$ cat src/hw/rtl/cupc_pkg.sv
// Shared types and constants of the cached permission checker.
// Used by every module of the block; depends on nothing.
package cupc_pkg;

	localparam int unsigned GROUP_REGS = 4;
	localparam logic [11:0] ANY_EXEC = 12'o0111;
	localparam logic [15:0] LIFETIME_RESET = 16'd100;
	localparam int unsigned FOLD_W = 20;
	localparam int unsigned QUOT_W = 19;
	localparam int unsigned RECIP_SH = 31;

	typedef enum logic [2:0] {
		REG_CALLER_UID = 3'd0,
		REG_CALLER_GID = 3'd1,
		REG_GROUP_COUNT = 3'd2,
		REG_EXTRA_GROUP_A = 3'd3,
		REG_EXTRA_GROUP_B = 3'd4,
		REG_EXTRA_GROUP_C = 3'd5,
		REG_EXTRA_GROUP_D = 3'd6,
		REG_CACHE_LIFETIME = 3'd7
	} reg_idx_t;

	typedef enum logic [1:0] {
		KIND_CHECK = 2'd0,
		KIND_EXIST = 2'd1,
		KIND_INVAL = 2'd2
	} kind_t;

	typedef struct packed {
		logic action;
		logic [31:0] inode_number;
		logic [31:0] file_owner;
		logic [31:0] file_group;
		logic [11:0] file_mode;
		logic [2:0] request_mode;
		logic [31:0] now_ticks;
	} in_t;

	typedef struct packed {
		logic status;
		logic cache_hit;
	} out_t;

	typedef struct packed {
		logic [31:0] caller_uid;
		logic [31:0] caller_gid;
		logic [2:0] group_count;
		logic [GROUP_REGS-1:0][31:0] extra_group;
		logic [15:0] cache_lifetime;
	} cfg_t;

	// One classified request as it travels from the front to the back.
	typedef struct packed {
		kind_t kind;
		logic [31:0] inode;
		logic [11:0] mode;
		logic [2:0] req;
		logic [31:0] now;
		logic [31:0] fill_expiry;
		logic miss_denied;
	} item_t;

endpackage

$ cat src/hw/rtl/cupc_queue.sv
// Two-entry queue between the front and the back of the checker.
// Depends on cupc_pkg for the request type.
module cupc_queue #(
	parameter int AW = 6
) (
	input logic clk,
	input logic arst_n,
	input logic push,
	input cupc_pkg::item_t push_item,
	input logic [AW-1:0] push_idx,
	output logic full,
	input logic pop,
	output cupc_pkg::item_t head_item,
	output logic [AW-1:0] head_idx,
	output logic empty
);
	cupc_pkg::item_t item_q [2];
	logic [AW-1:0] idx_q [2];
	logic wr_q, rd_q;
	logic [1:0] cnt_q;

	assign full = (cnt_q == 2'd2);
	assign empty = (cnt_q == 2'd0);
	assign head_item = item_q[rd_q];
	assign head_idx = idx_q[rd_q];

	always_ff @(posedge clk or negedge arst_n) begin
		if (!arst_n) begin
			wr_q <= 1'b0;
			rd_q <= 1'b0;
			cnt_q <= 2'd0;
		end else begin
			if (push) begin
				wr_q <= !wr_q;
			end
			if (pop) begin
				rd_q <= !rd_q;
			end
			cnt_q <= cnt_q + 2'(push) - 2'(pop);
		end
	end

	always_ff @(posedge clk) begin
		if (push) begin
			item_q[wr_q] <= push_item;
			idx_q[wr_q] <= push_idx;
		end
	end

endmodule

$ cat config.mk
export PLATFORM = sky130hd
export DESIGN_NAME = cupc_queue
export DESIGN_NICKNAME = d
export VERILOG_FILES = /design/src/hw/rtl/cupc_pkg.sv /design/src/hw/rtl/cupc_queue.sv
export SDC_FILE = /design/constraint.sdc
export NUM_CORES = 1
export LEC_CHECK = 0
export BUFFER_PORTS_ARGS = -buffer_cell sky130_fd_sc_hd__buf_2
export CAP_MARGIN = 40
export CORE_ASPECT_RATIO = 0.7
export CORE_MARGIN = 1
export CORE_UTILIZATION = 30
export CTS_CLUSTER_SIZE = 14
export DETAILED_ROUTE_END_ITERATION = 16
export GPL_TIMING_DRIVEN = 0
export HOLD_SLACK_MARGIN = 0.02
export MAX_ROUTING_LAYER = met4
export PLACE_DENSITY = 0.48
export SETUP_SLACK_MARGIN = 0.02
export SKIP_LAST_GASP = 1
export SLEW_MARGIN = 20
export SYNTH_ARGS = -nofsm -noshare
export SYNTH_HDL_FRONTEND = slang
export SYNTH_SLANG_ARGS = --single-unit
$ cat constraint.sdc
create_clock -name clk -period 14.2 [get_ports clk]
set_input_delay 2.84 -clock clk [delete_from_list [all_inputs] [get_ports clk]]
set_output_delay 2.84 -clock clk [all_outputs]
set_load 0.02 [all_outputs]
=== Word-level counts from Yosys, hierarchy flattened ===
Memories as Yosys holds them, arrays and structs flattened.
Cells that the tools add are included.

* Memories: 2
* RAM bits: 240
* Input bits: 124
* Register bits: 4
* Logic and storage cells: 13
* Output and inout bits: 122

* Multiplexer cells: 2
* Reduce and logical (&&, ||, !) cells: 3
* Eq/ne operators: 1
* Add/sub/neg operators: 2

{| class="wikitable"
|+ Memory list
! memory !! depth !! bits a word !! read ports !! clocked after Yosys merged registers in !! wr ports !! line !! RTL
|-
| item_q || 2 || 114 || 1 || 0 || 1 || cupc_queue.sv:17 || <nowiki>cupc_pkg::item_t item_q [2];</nowiki>
|-
| idx_q || 2 || 6 || 1 || 0 || 1 || cupc_queue.sv:18 || <nowiki>logic [AW-1:0] idx_q [2];</nowiki>
|}

{| class="wikitable"
|+ Operator list
! operator !! count
|-
| 2-bit by 1-bit adder with 2-bit output || 1
|-
| 2-bit == test (second input constant) || 1
|-
| 1-bit logical NOT || 2
|-
| 2-bit logical NOT || 1
|-
| 1-bit two-way mux || 2
|-
| 2-bit by 1-bit subtractor with 2-bit output || 1
|}

=== Depth between registers and ports, before layout ===
* Word-level depth: 2
* Depth in mapped cells: 5
* Gate-level depth less buffers: 5

=== Worst setup path before layout ===
No wires, ideal clock.

* Path kind: input -> register
* Start point: input port push
* End point: memory idx_q[0][0] (enable)
* Setup time: 0.615 ns
* Cell stages on the path: 1
* Data arrival time: 8.046 ns
* Slack: 5.539 ns
* Data required time: 13.585 ns
* Buffers on the path: 0
* Path through: nor2b_1

* Cells in the longest elaborated chain, start to end: 2

{| class="wikitable"
|+ RTL lines
! item !! line !! RTL
|-
| start, declared || cupc_queue.sv:8 || <nowiki>input logic push,</nowiki>
|-
| 1-bit two-way mux || cupc_queue.sv:44 || <nowiki>if (push) begin</nowiki>
|-
| 1-bit two-way mux (not written as such) || cupc_queue.sv:46 || <nowiki>idx_q[wr_q] <= push_idx;</nowiki>
|-
| end, declared || cupc_queue.sv:18 ||
|}

Every way passes these cells.

==> metrics.txt <==
status=finished clean; setup TNS=0 ns; mux contribution to synthesized area=15.2%; Period Utilization, post-route=33.6%; data arrival time of the worst path=1.93 ns; xor/xnor cell area share of the yosys netlist=0.465%; cell count of the worst reg-to-reg path=3; post-synth top area share=81.2%; top cells by area, synth=edfxtp_1 (81%), mux2_2 (15%), buf_6 (1.1%); Congestion Overflow GR=0; setup violators final=0; category of the most critical setup path=reg -> out; Post-synth EDFFs=240; DR DRC count=0; Die Span X=208 um; peak supply drop=95.3 uV; CTS tree=done; Final Slew Violations=0; Worst setup endpoint=head_item[94]; post-DR vias/cell=4.25; layout cells sized above 1=62.0%; first-pass GRT wire length=27700 um; R2R Path End=item_q[1][54]; clock sink total=244; WL final=18300 um; count of TritonRoute iterations in the first routing pass=4; DIE AREA=0.0303 mm^2; total core area=0.0290 mm^2; simple-gate portion of the synthesized area=0.254%; RR Startpoint=wr_q; Final ANT Viol Nets=0; largest net degree at the start of global routing=47; top cells by count, synth=edfxtp_1 (240), mux2_2 (120), buf_6 (9); Worst Hold Class=reg -> reg; ys async rst share=1.64%; Initial Utilization=30.6%; Leak Pwr=0.00436 uW; Synth Area in Compound Gates=0%; clk_lat worst skew=0.53 ns; biggest area consumer among synthesized cells=edfxtp_1; post-CTS sizing=0; Post-layout nets=794; Routability Congestion=0.732; Die H=146 um; max-slew headroom at the worst pin=56.0%; crit path launch=rd_q; gr usage total=12.3%; f_max=0.210 GHz; number of setup buffers added after CTS=0; initial antenna violation count=3; vias after detailed routing=4527; Yosys Warn Count=0; initial DRC count=128; Critical Path End Type=output port; clock buffer depth=3; worst slew pin tran=0.660 ns; IO Count=246; Critical Path Fanout Max=10; flop-to-flop setup slack=12.22 ns; Final Hold Vio Count=0; half-perimeter wire length after detailed placement=12900 um; register area share after synthesis=82.3%; RSZ-0062 raised after global routing=no; syn_nets=514; largest family of logic cells by synthesized area=multiplexers; vias in the first global route=4872; Hold Crit Start=wr_q; Area Growth Syn to Fin=30.5%; most common cell in the netlist=edfxtp_1; routed len/inst=17.1 um; Hold Buf Count CTS=0; kind of start point of the critical path=flop; ys flop type=edfxtp_1; Post-Route Skew=0.0109 ns; Num CTS Buffers=25; Syn Std Cell Area=0.00888 mm^2; Synth cell types=13; number of H-tree levels=1; CP required=11.36 ns; Pwr Density=210 mW/mm^2; I/O Buffers=245; Root Buffer Master=clkbuf_16; Synth Area in Adders=0.282%; Tot Pwr=2430 uW; clock transition at the registers of the reported paths=0.06 ns; Mapped Cells=388; Seq cells post-synth=244; Post-Syn Area per Cell=22.9 um^2; Final min period=4.77 ns; max_cap viols=0; # rows=52
kinds of logic after synthesis:
family | after synthesis
buffers and inverters | 15
adders and majority gates | 2
DFF | 244
xor gates and xnor gates | 3
and+or+nand+nor | 4
muxes | 120
sequential cells by signal (all words and copies together) (netlist names):
signal / count
idx_q: 12
item_q: 228
cnt_q: 2
rd_q: 1
wr_q: 1
critical path, stage by stage (launching register included):
cell     delay (ns)
dfrtp_1        0.38
buf_4          0.29
buf_6          0.20
mux2_2         0.36
buf_2          0.16
worst min path at each step:
| stage | cells after the start | to |
|---|---|---|
| floorplan | 1 | wr_q |
| global placement | 1 | wr_q |
| detailed placement | 1 | wr_q |
| CTS | 1 | wr_q |
| global route | 1 | wr_q |
| finish | 1 | wr_q |
where the power goes:
group,leakage (uW),internal (uW),switching (uW)
combinational,0.00166,332,470
sequential,0.00230,954,30.0
clock,0.000399,376,266
routing by layer:
| metal | share of wire (%) | wire, um | track usage [%] |
|---|---|---|---|
| met3 | 8.4 | 1530 | 4.36 |
| met1 | 43 | 7800 | 15.1 |
| met5 | 0 | 0 | - |
| met4 | 2.4 | 446 | 3.52 |
| met2 | 46 | 8480 | 19.2 |
per-stage QoR:
step                      hold slack [ns]  setup slack [ns]  instances  cell area [um^2]  utilization [%]
after floorplan                     0.455              5.54        388              8880                -
after global placement              0.470              2.37       1011             10600             36.5
after detailed placement            0.539              9.63       1019             10800             37.2
after CTS                           0.549              9.35       1063             11600             39.9
after global routing                0.554              9.28       1066             11600             39.9
final                               0.553              9.43       1066             11600             39.9
placed cells by master, fill, tap and decap left out, drive strengths merged:
cell type,Yosys,final
buf,13,266
mux2,120,120
bufinv,0,3
clkbuf,0,27
xor2,2,2
nor2b,2,2
ha,2,2
clkinv,0,12
diode,0,3
and2,1,1
edfxtp,240,240
inv,2,4
xor3,1,1
nor2,1,1
dfrtp,4,4
layout make-up:
cell class | instances | area, um^2
fill | 2673 | 17400
sequential | 244 | 7310
multi-input combinational | 129 | 1450
timing repair buffer | 253 | 1420
clock buffer | 27 | 633
tap | 378 | 473
clock inverter | 17 | 164
buffer | 13 | 124
inverter | 2 | 7.51
antenna | 3 | 7.51
Power figures use the tool's default switching activity.
