<file path="config.mk">
export PLATFORM = sky130hd
export DESIGN_NAME = cupc_front
export DESIGN_NICKNAME = d
export VERILOG_FILES = /design/src/hw/rtl/cupc_pkg.sv /design/src/hw/rtl/cupc_front.sv
export SDC_FILE = /design/constraint.sdc
export NUM_CORES = 1
export LEC_CHECK = 0
export ABC_AREA = 1
export BUFFER_PORTS_ARGS = -buffer_cell sky130_fd_sc_hd__clkbuf_2
export CAP_MARGIN = 10
export CORE_AREA = 2 2 185 187
export CTS_CLUSTER_DIAMETER = 80
export DETAILED_ROUTE_END_ITERATION = 12
export DIE_AREA = 0 0 187 189
export GPL_ROUTABILITY_DRIVEN = 0
export GPL_TIMING_DRIVEN = 0
export PLACE_DENSITY = 0.55
export SLEW_MARGIN = 10
export SYNTH_ARGS = -nofsm -noshare
export SYNTH_HDL_FRONTEND = slang
export SYNTH_SLANG_ARGS = --single-unit
</file>
<file path="constraint.sdc">
create_clock -name clk -period 16.6 [get_ports clk]
set_input_delay 2.49 -clock clk [delete_from_list [all_inputs] [get_ports clk]]
set_output_delay 2.49 -clock clk [all_outputs]
set_load 0.01 [all_outputs]
</file>
<file path="src/hw/rtl/cupc_pkg.sv">
// Shared types and constants of the cached permission checker.
// Used by every module of the block; depends on nothing.
package cupc_pkg;

	localparam int unsigned GROUP_REGS = 4;
	localparam logic [11:0] ANY_EXEC = 12'o0111;
	localparam logic [15:0] LIFETIME_RESET = 16'd100;
	localparam int unsigned FOLD_W = 20;
	localparam int unsigned QUOT_W = 19;
	localparam int unsigned RECIP_SH = 31;

	typedef enum logic [2:0] {
		REG_CALLER_UID = 3'd0,
		REG_CALLER_GID = 3'd1,
		REG_GROUP_COUNT = 3'd2,
		REG_EXTRA_GROUP_A = 3'd3,
		REG_EXTRA_GROUP_B = 3'd4,
		REG_EXTRA_GROUP_C = 3'd5,
		REG_EXTRA_GROUP_D = 3'd6,
		REG_CACHE_LIFETIME = 3'd7
	} reg_idx_t;

	typedef enum logic [1:0] {
		KIND_CHECK = 2'd0,
		KIND_EXIST = 2'd1,
		KIND_INVAL = 2'd2
	} kind_t;

	typedef struct packed {
		logic action;
		logic [31:0] inode_number;
		logic [31:0] file_owner;
		logic [31:0] file_group;
		logic [11:0] file_mode;
		logic [2:0] request_mode;
		logic [31:0] now_ticks;
	} in_t;

	typedef struct packed {
		logic status;
		logic cache_hit;
	} out_t;

	typedef struct packed {
		logic [31:0] caller_uid;
		logic [31:0] caller_gid;
		logic [2:0] group_count;
		logic [GROUP_REGS-1:0][31:0] extra_group;
		logic [15:0] cache_lifetime;
	} cfg_t;

	// One classified request as it travels from the front to the back.
	typedef struct packed {
		kind_t kind;
		logic [31:0] inode;
		logic [11:0] mode;
		logic [2:0] req;
		logic [31:0] now;
		logic [31:0] fill_expiry;
		logic miss_denied;
	} item_t;

endpackage

</file>
<file path="src/hw/rtl/cupc_front.sv">
// Front of the checker: accepts requests, decides the miss-path answer and
// computes the cache index. Depends on cupc_pkg.
module cupc_front #(
	parameter int CACHE_ENTRIES = 64,
	parameter int MAX_GROUPS = 4,
	parameter int AW = 6
) (
	input logic clk,
	input logic arst_n,
	input cupc_pkg::cfg_t cfg,
	input logic in_valid,
	output logic in_stall,
	input cupc_pkg::in_t in_data,
	output logic push,
	output cupc_pkg::item_t push_item,
	output logic [AW-1:0] push_idx,
	input logic full
);
	// Remainder by the cache size: fold the bytes, then reciprocal multiply.
	localparam int C1 = 256 % CACHE_ENTRIES;
	localparam int C2 = (C1 * 256) % CACHE_ENTRIES;
	localparam int C3 = (C2 * 256) % CACHE_ENTRIES;
	localparam int GLIM = (MAX_GROUPS < 4) ? MAX_GROUPS : 4;
	localparam longint RECIP_L = ((longint'(1) << cupc_pkg::RECIP_SH) + CACHE_ENTRIES - 1)
		/ CACHE_ENTRIES;
	localparam logic [cupc_pkg::FOLD_W-1:0] K1 = cupc_pkg::FOLD_W'(C1);
	localparam logic [cupc_pkg::FOLD_W-1:0] K2 = cupc_pkg::FOLD_W'(C2);
	localparam logic [cupc_pkg::FOLD_W-1:0] K3 = cupc_pkg::FOLD_W'(C3);
	localparam logic [cupc_pkg::FOLD_W-1:0] KN = cupc_pkg::FOLD_W'(CACHE_ENTRIES);
	localparam logic [50:0] RECIP = 51'(RECIP_L);
	localparam logic [2:0] GLIM_V = 3'(GLIM);

	logic v_s1, v_s2;
	cupc_pkg::item_t item_s1, item_s2, item_d;
	logic [cupc_pkg::FOLD_W-1:0] fold_s1, fold_s2, fold_d, rem;
	logic [cupc_pkg::QUOT_W-1:0] quot_s2;
	logic [50:0] prod;
	logic ld1, ld2, acc;
	logic [2:0] n_grp, bits;
	logic in_grp, denied;

	assign push = v_s2 && !full;
	assign ld2 = !v_s2 || push;
	assign ld1 = !v_s1 || ld2;
	assign in_stall = !ld1;
	assign acc = in_valid && ld1;

	always_comb begin
		n_grp = (cfg.group_count > GLIM_V) ? GLIM_V : cfg.group_count;
		in_grp = (cfg.caller_gid == in_data.file_group);
		for (int i = 0; i < cupc_pkg::GROUP_REGS; i++) begin
			if ((3'(i) < n_grp) && (cfg.extra_group[i] == in_data.file_group)) begin
				in_grp = 1'b1;
			end
		end
		if (cfg.caller_uid == in_data.file_owner) begin
			bits = in_data.file_mode[8:6];
		end else if (in_grp) begin
			bits = in_data.file_mode[5:3];
		end else begin
			bits = in_data.file_mode[2:0];
		end
		if (cfg.caller_uid == 32'd0) begin
			denied = in_data.request_mode[0]
				&& ((in_data.file_mode & cupc_pkg::ANY_EXEC) == 12'd0);
		end else begin
			denied = (bits & in_data.request_mode) != in_data.request_mode;
		end
		if (in_data.action) begin
			item_d.kind = cupc_pkg::KIND_INVAL;
		end else if (in_data.request_mode == 3'd0) begin
			item_d.kind = cupc_pkg::KIND_EXIST;
		end else begin
			item_d.kind = cupc_pkg::KIND_CHECK;
		end
		item_d.inode = in_data.inode_number;
		item_d.mode = in_data.file_mode;
		item_d.req = in_data.request_mode;
		item_d.now = in_data.now_ticks;
		item_d.fill_expiry = in_data.now_ticks + 32'(cfg.cache_lifetime);
		item_d.miss_denied = denied;
		fold_d = cupc_pkg::FOLD_W'(in_data.inode_number[7:0])
			+ cupc_pkg::FOLD_W'(in_data.inode_number[15:8]) * K1
			+ cupc_pkg::FOLD_W'(in_data.inode_number[23:16]) * K2
			+ cupc_pkg::FOLD_W'(in_data.inode_number[31:24]) * K3;
	end

	assign prod = 51'(fold_s1) * RECIP;
	assign rem = fold_s2 - cupc_pkg::FOLD_W'(cupc_pkg::FOLD_W'(quot_s2) * KN);
	assign push_idx = rem[AW-1:0];
	assign push_item = item_s2;

	always_ff @(posedge clk or negedge arst_n) begin
		if (!arst_n) begin
			v_s1 <= 1'b0;
			v_s2 <= 1'b0;
		end else begin
			if (ld1) begin
				v_s1 <= acc;
			end
			if (ld2) begin
				v_s2 <= v_s1;
			end
		end
	end

	always_ff @(posedge clk) begin
		if (acc) begin
			item_s1 <= item_d;
			fold_s1 <= fold_d;
		end
		if (ld2 && v_s1) begin
			item_s2 <= item_s1;
			fold_s2 <= fold_s1;
			quot_s2 <= cupc_pkg::QUOT_W'(prod >> cupc_pkg::RECIP_SH);
		end
	end

endmodule

</file>
**Word-level counts from Yosys, hierarchy flattened**

Index checks and enable logic that the tools add are counted.

- Logic and storage cells: 59
- Flip-flop bits (word level): 242
- Input port bits: 359

- Bitwise operators: 1
- Eq/ne operators: 7
- Mux-type cells: 9
- Reduce and logical (&&, ||, !) cells: 17
- Add/subtract/negate cells: 2
- Magnitude comparators: 5

Operators with widths:

| cell | number |
|---|---|
| $eq 32x32->1 | 6 |
| $add 32x16->32 | 1 |
| $logic_not 32->1 | 1 |
| $logic_not 12->1 | 1 |
| $mux 3 | 3 |
| $logic_and 1x1->1 | 8 |
| $lt 1x3->1 const A | 2 |
| $lt 2x3->1 const A | 2 |
| $mux 1 | 6 |
| $sub 6x1->6 const B | 1 |
| $logic_not 1->1 | 4 |
| $and 3x3->3 | 1 |
| $gt 3x3->1 const B | 1 |
| $logic_not 3->1 | 1 |
| $ne 3x3->1 | 1 |
| $logic_or 1x1->1 | 2 |

**Logic depth before layout (Yosys ltp)**

- Word-level depth: 13
- Gate-level depth with buffers: 17
- Mapped depth without buffers: 16

**Worst setup path before layout**

OpenSTA, ideal clock, no wires.

- Kind: input -> register
- Start point: input port full
- End point: register item_s2, in the netlist push_item[0], enable pin
- Required time: 15.976 ns
- Cell stages on the path: 1
- Buffers on the path: 0
- Path slack: 7.971 ns
- Arrival: 8.005 ns
- Path through: a21oi_1

- Word-level cells in the longest chain between the ends: 4

RTL lines:

| element | RTL line | source |
|---|---|---|
| from (decl) | cupc_front.sv:17 | `input logic full` |
| $logic_not 1->1 | cupc_front.sv:42 | `assign push = v_s2 && !full;` |
| $logic_and 1x1->1 | cupc_front.sv:42 |  |
| $logic_or 1x1->1 | cupc_front.sv:43 | `assign ld2 = !v_s2 \|\| push;` |
| $logic_and 1x1->1 | cupc_front.sv:112 | `if (ld2 && v_s1) begin` |
| to (signal assigned) | cupc_front.sv:113 | `item_s2 <= item_s1;` |
| to (decl) | cupc_front.sv:34 | `cupc_pkg::item_t item_s1, item_s2, item_d;` |

Every way passes these cells.
A chain may end at the register's enable or synchronous reset.

**Worst setup path after layout**

- Start point: input port full
- End point: output port in_stall

- Word-level cells in the longest chain between the ends: 5

RTL lines:

| element | RTL line | source |
|---|---|---|
| $logic_not 1->1 | cupc_front.sv:42 |  |
| $logic_and 1x1->1 | cupc_front.sv:42 |  |
| $logic_or 1x1->1 | cupc_front.sv:43 |  |
| $logic_or 1x1->1 | cupc_front.sv:44 | `assign ld1 = !v_s1 \|\| ld2;` |
| $logic_not 1->1 | cupc_front.sv:45 | `assign in_stall = !ld1;` |
| to (decl) | cupc_front.sv:12 | `output logic in_stall,` |

Every way passes these cells.

==> metrics.yaml <==
drc: 0
critical_path_class: "input pin to output pin"
place_hpwl_mm: 27.7
grt.overflow.total: 0
critPathCaptureType: "output pin"
fin_nets: 1812
clk_latency_ps: 500
worst_pin_slew_ps: 743
area_growth_pct: 33.1
synth_area_um2: 11100
nFillCells: 3231
clk_pin_slew_ps: 60
netlist_instances: 954
grt_usage_pct: 18.0
ys_types: 37
core-area_um2: 33300
cts_root_buffer: "clkbuf_16"
final-hold-violation-count: 0
fin_skew_ps: 11.5
cts_sinks: 230
regArea_um2: 6900
drt_iter0_markers: 320
cap_violations: 0
synth_seq_cells: 230
rsz0062_at_grt: "false"
r2r_cells: 6
vdd_drop_max_v: 0.0000606
worst-path-buf-inv: 2
cts_resized: 0
worstHoldPathCells: 0
hold_path.startpoint: "item_s1[84]"
rrSetupSlack_ps: 14720
setup_viol: 0
dr.pass1.iters: 4
p_leak_nw: 6.40
hold_path_end: "push_item[84]"
min_period_ps: 5480
num_rows: 67
cts_tree: "done"
vias_per_cell: 4.34
hp-class: "flip-flop to flip-flop"
synth.avg_cell_area_um2: 11.6
die_y_um: 189
final_cell_area_um2: 14800
slew_headroom_pct: 50.4
r2r_end: "item_s1[25]"
multiInputGateArea_um2: 3690
utilization_pct: 44.3
power_density_nw_per_um2: 98.2
finalMaxSlewViolations: 0
synth_area_leaders: "edfxtp_1 (62%), xnor2_1 (10%), nand2_1 (6.1%)"
grt_max_degree: 75
wire_per_inst_um: 17.1
grt_pass1_wl_mm: 48.2
io_pins: 481
fin_setup_tns_ps: 0
portBuffers: 453
slowest_delay_ps: 150
r2r-start: "v_s2"
worstPathMaxFanout: 3
wl_mm: 32.6
postCtsSetupBuffers: 0
initial_core_util_pct: 33.3
clock_path_buffers: 3
total_power_w: 0.00145
status: "finished, final reports clean"
critical_path.most_common_cell: "clkbuf_2"
min_period_over_period_pct: 33.0
fmax_mhz: 182
grt_pass1_vias: 8463
syn_nets: 1330
antenna_found_initial: 9
h-tree-depth: 1
yosys_warnings: 0
ctsHoldBuffers: 0
place_area_um2: 14000
vias: 8261
antenna_left: 0
yosysTopAreaCell: "edfxtp_1"
synth_top_area_share_pct: 61.7
die_x_um: 187
critPathTopFamily: "buffers and inverters"
crit_chain: "clkbuf_2, nand2_1, nor2_1, clkbuf_2"
critPathLaunchType: "input pin"
die-area_um2: 35300
worstPathRequired_ps: 14110
crit_arrival_ps: 2990
cp_slowest_cell: "clkbuf_2"
ys_seq_area_share_pct: 62.2
cts_made_buffers: 22
drive_gt1_share_pct: 38.7
synth_stat cells (all sizes together):
cell type / n
a21oi: 20
clkbuf: 4
and2: 1
or2: 19
fa: 1
a21boi: 1
dfrtp: 2
inv: 87
nand3: 34
o21a: 2
nand4: 18
o221ai: 1
o22ai: 4
nand2: 185
buf: 29
nor2: 78
nand3b: 1
a21o: 1
nor3: 11
nor4: 15
ha: 16
edfxtp: 228
o21ai: 12
xnor2: 127
xor2: 54
nor3b: 3
worst reg2reg max path, cell delays in order (launching register included):
cell and delay (ps):
dfrtp_1 420, nand2_1 100, nor2_1 60, inv_1 70, nand2_1 110, inv_6 330
buf_16 370
area by class of cell:
class                      count  area share (%)
clock inverter                 9           0.661
tap                          448            3.80
timing repair buffer         458            16.1
antenna                        5          0.0848
multi-input combinational    604            25.0
clock buffer                  30            4.08
buffer                        33            1.28
inverter                      87            2.25
sequential                   230            46.7
power by group:
part	leakage, nW	switching (W)	total [W]	internal, W
clock	0.335	0.000200	0.000485	0.000285
combinational	3.86	0.000136	0.000241	0.000104
sequential	2.21	0.0000142	0.000723	0.000708
how the worst max path moves through the flow:
stage          from            end  slack [ps]  depth (start not counted)
3_5_place_dp   full       in_stall       11120                          4
6_report       full       in_stall       11120                          4
5_1_grt        full       in_stall       11060                          4
2_1_floorplan  full   push_item[0]        7970                          1
3_3_place_gp   full  push_item[93]        5030                          2
4_1_cts        full       in_stall       11120                          4
flip-flops by register name, indices dropped and copies added (netlist names):
register	count
item_s1	114
v_s2	1
v_s1	1
push_item	114
placed cells by master, fill, tap and decap left out, types with 3 or more instances in the layout:
| master | count |
|---|---|
| nor3_1 | 11 |
| nor4_1 | 15 |
| buf_12 | 3 |
| o21ai_2 | 5 |
| ha_1 | 16 |
| edfxtp_1 | 228 |
| clkinv_2 | 3 |
| a21oi_2 | 4 |
| nor3b_1 | 3 |
| or2_2 | 13 |
| diode_2 | 5 |
| o21ai_0 | 7 |
| o22ai_1 | 4 |
| nand2_1 | 180 |
| buf_2 | 21 |
| a21oi_1 | 15 |
| clkbuf_1 | 7 |
| xor2_1 | 54 |
| clkbuf_2 | 457 |
| or2_0 | 4 |
| nand4_1 | 18 |
| nand2_2 | 3 |
| nor2_1 | 75 |
| inv_2 | 6 |
| nand3_1 | 33 |
| clkbuf_16 | 23 |
| xnor2_1 | 127 |
| nor2_2 | 3 |
| inv_1 | 80 |
| buf_4 | 7 |
metrics by stage:
| step | hold slack (ps) | cells | worst slack, ps |
|---|---|---|---|
| finish | 415 | 1904 | 11120 |
| global route | 423 | 1902 | 11060 |
| CTS | 418 | 1899 | 11120 |
| detailed placement | 405 | 1860 | 11120 |
| global placement | 400 | 1855 | 5030 |
| floorplan | 400 | 954 | 7970 |
logic make-up (layout without fill, tap and decap cells):
| kind of cell | Yosys count | count (layout) | share of synthesized area, % |
|---|---|---|---|
| AOI/OAI and AO/OA | 41 | 41 | 2.36 |
| DFF | 230 | 230 | 62.2 |
| adders and majority gates | 17 | 17 | 1.99 |
| xor gates and xnor gates | 181 | 181 | 14.3 |
| other | 0 | 5 | 0 |
| buffers and inverters | 120 | 617 | 4.65 |
| and+or+nand+nor | 365 | 365 | 14.5 |
per-layer routing:
metal  vias up  track usage [%]  share of wire, %
met5         -                0              0.15
met4         8             6.56               2.7
met3        53             5.13               8.1
met2       336             33.9                52
met1      3705             19.0                37
li1       4159                -                 -
Power figures use the tool's default switching activity.
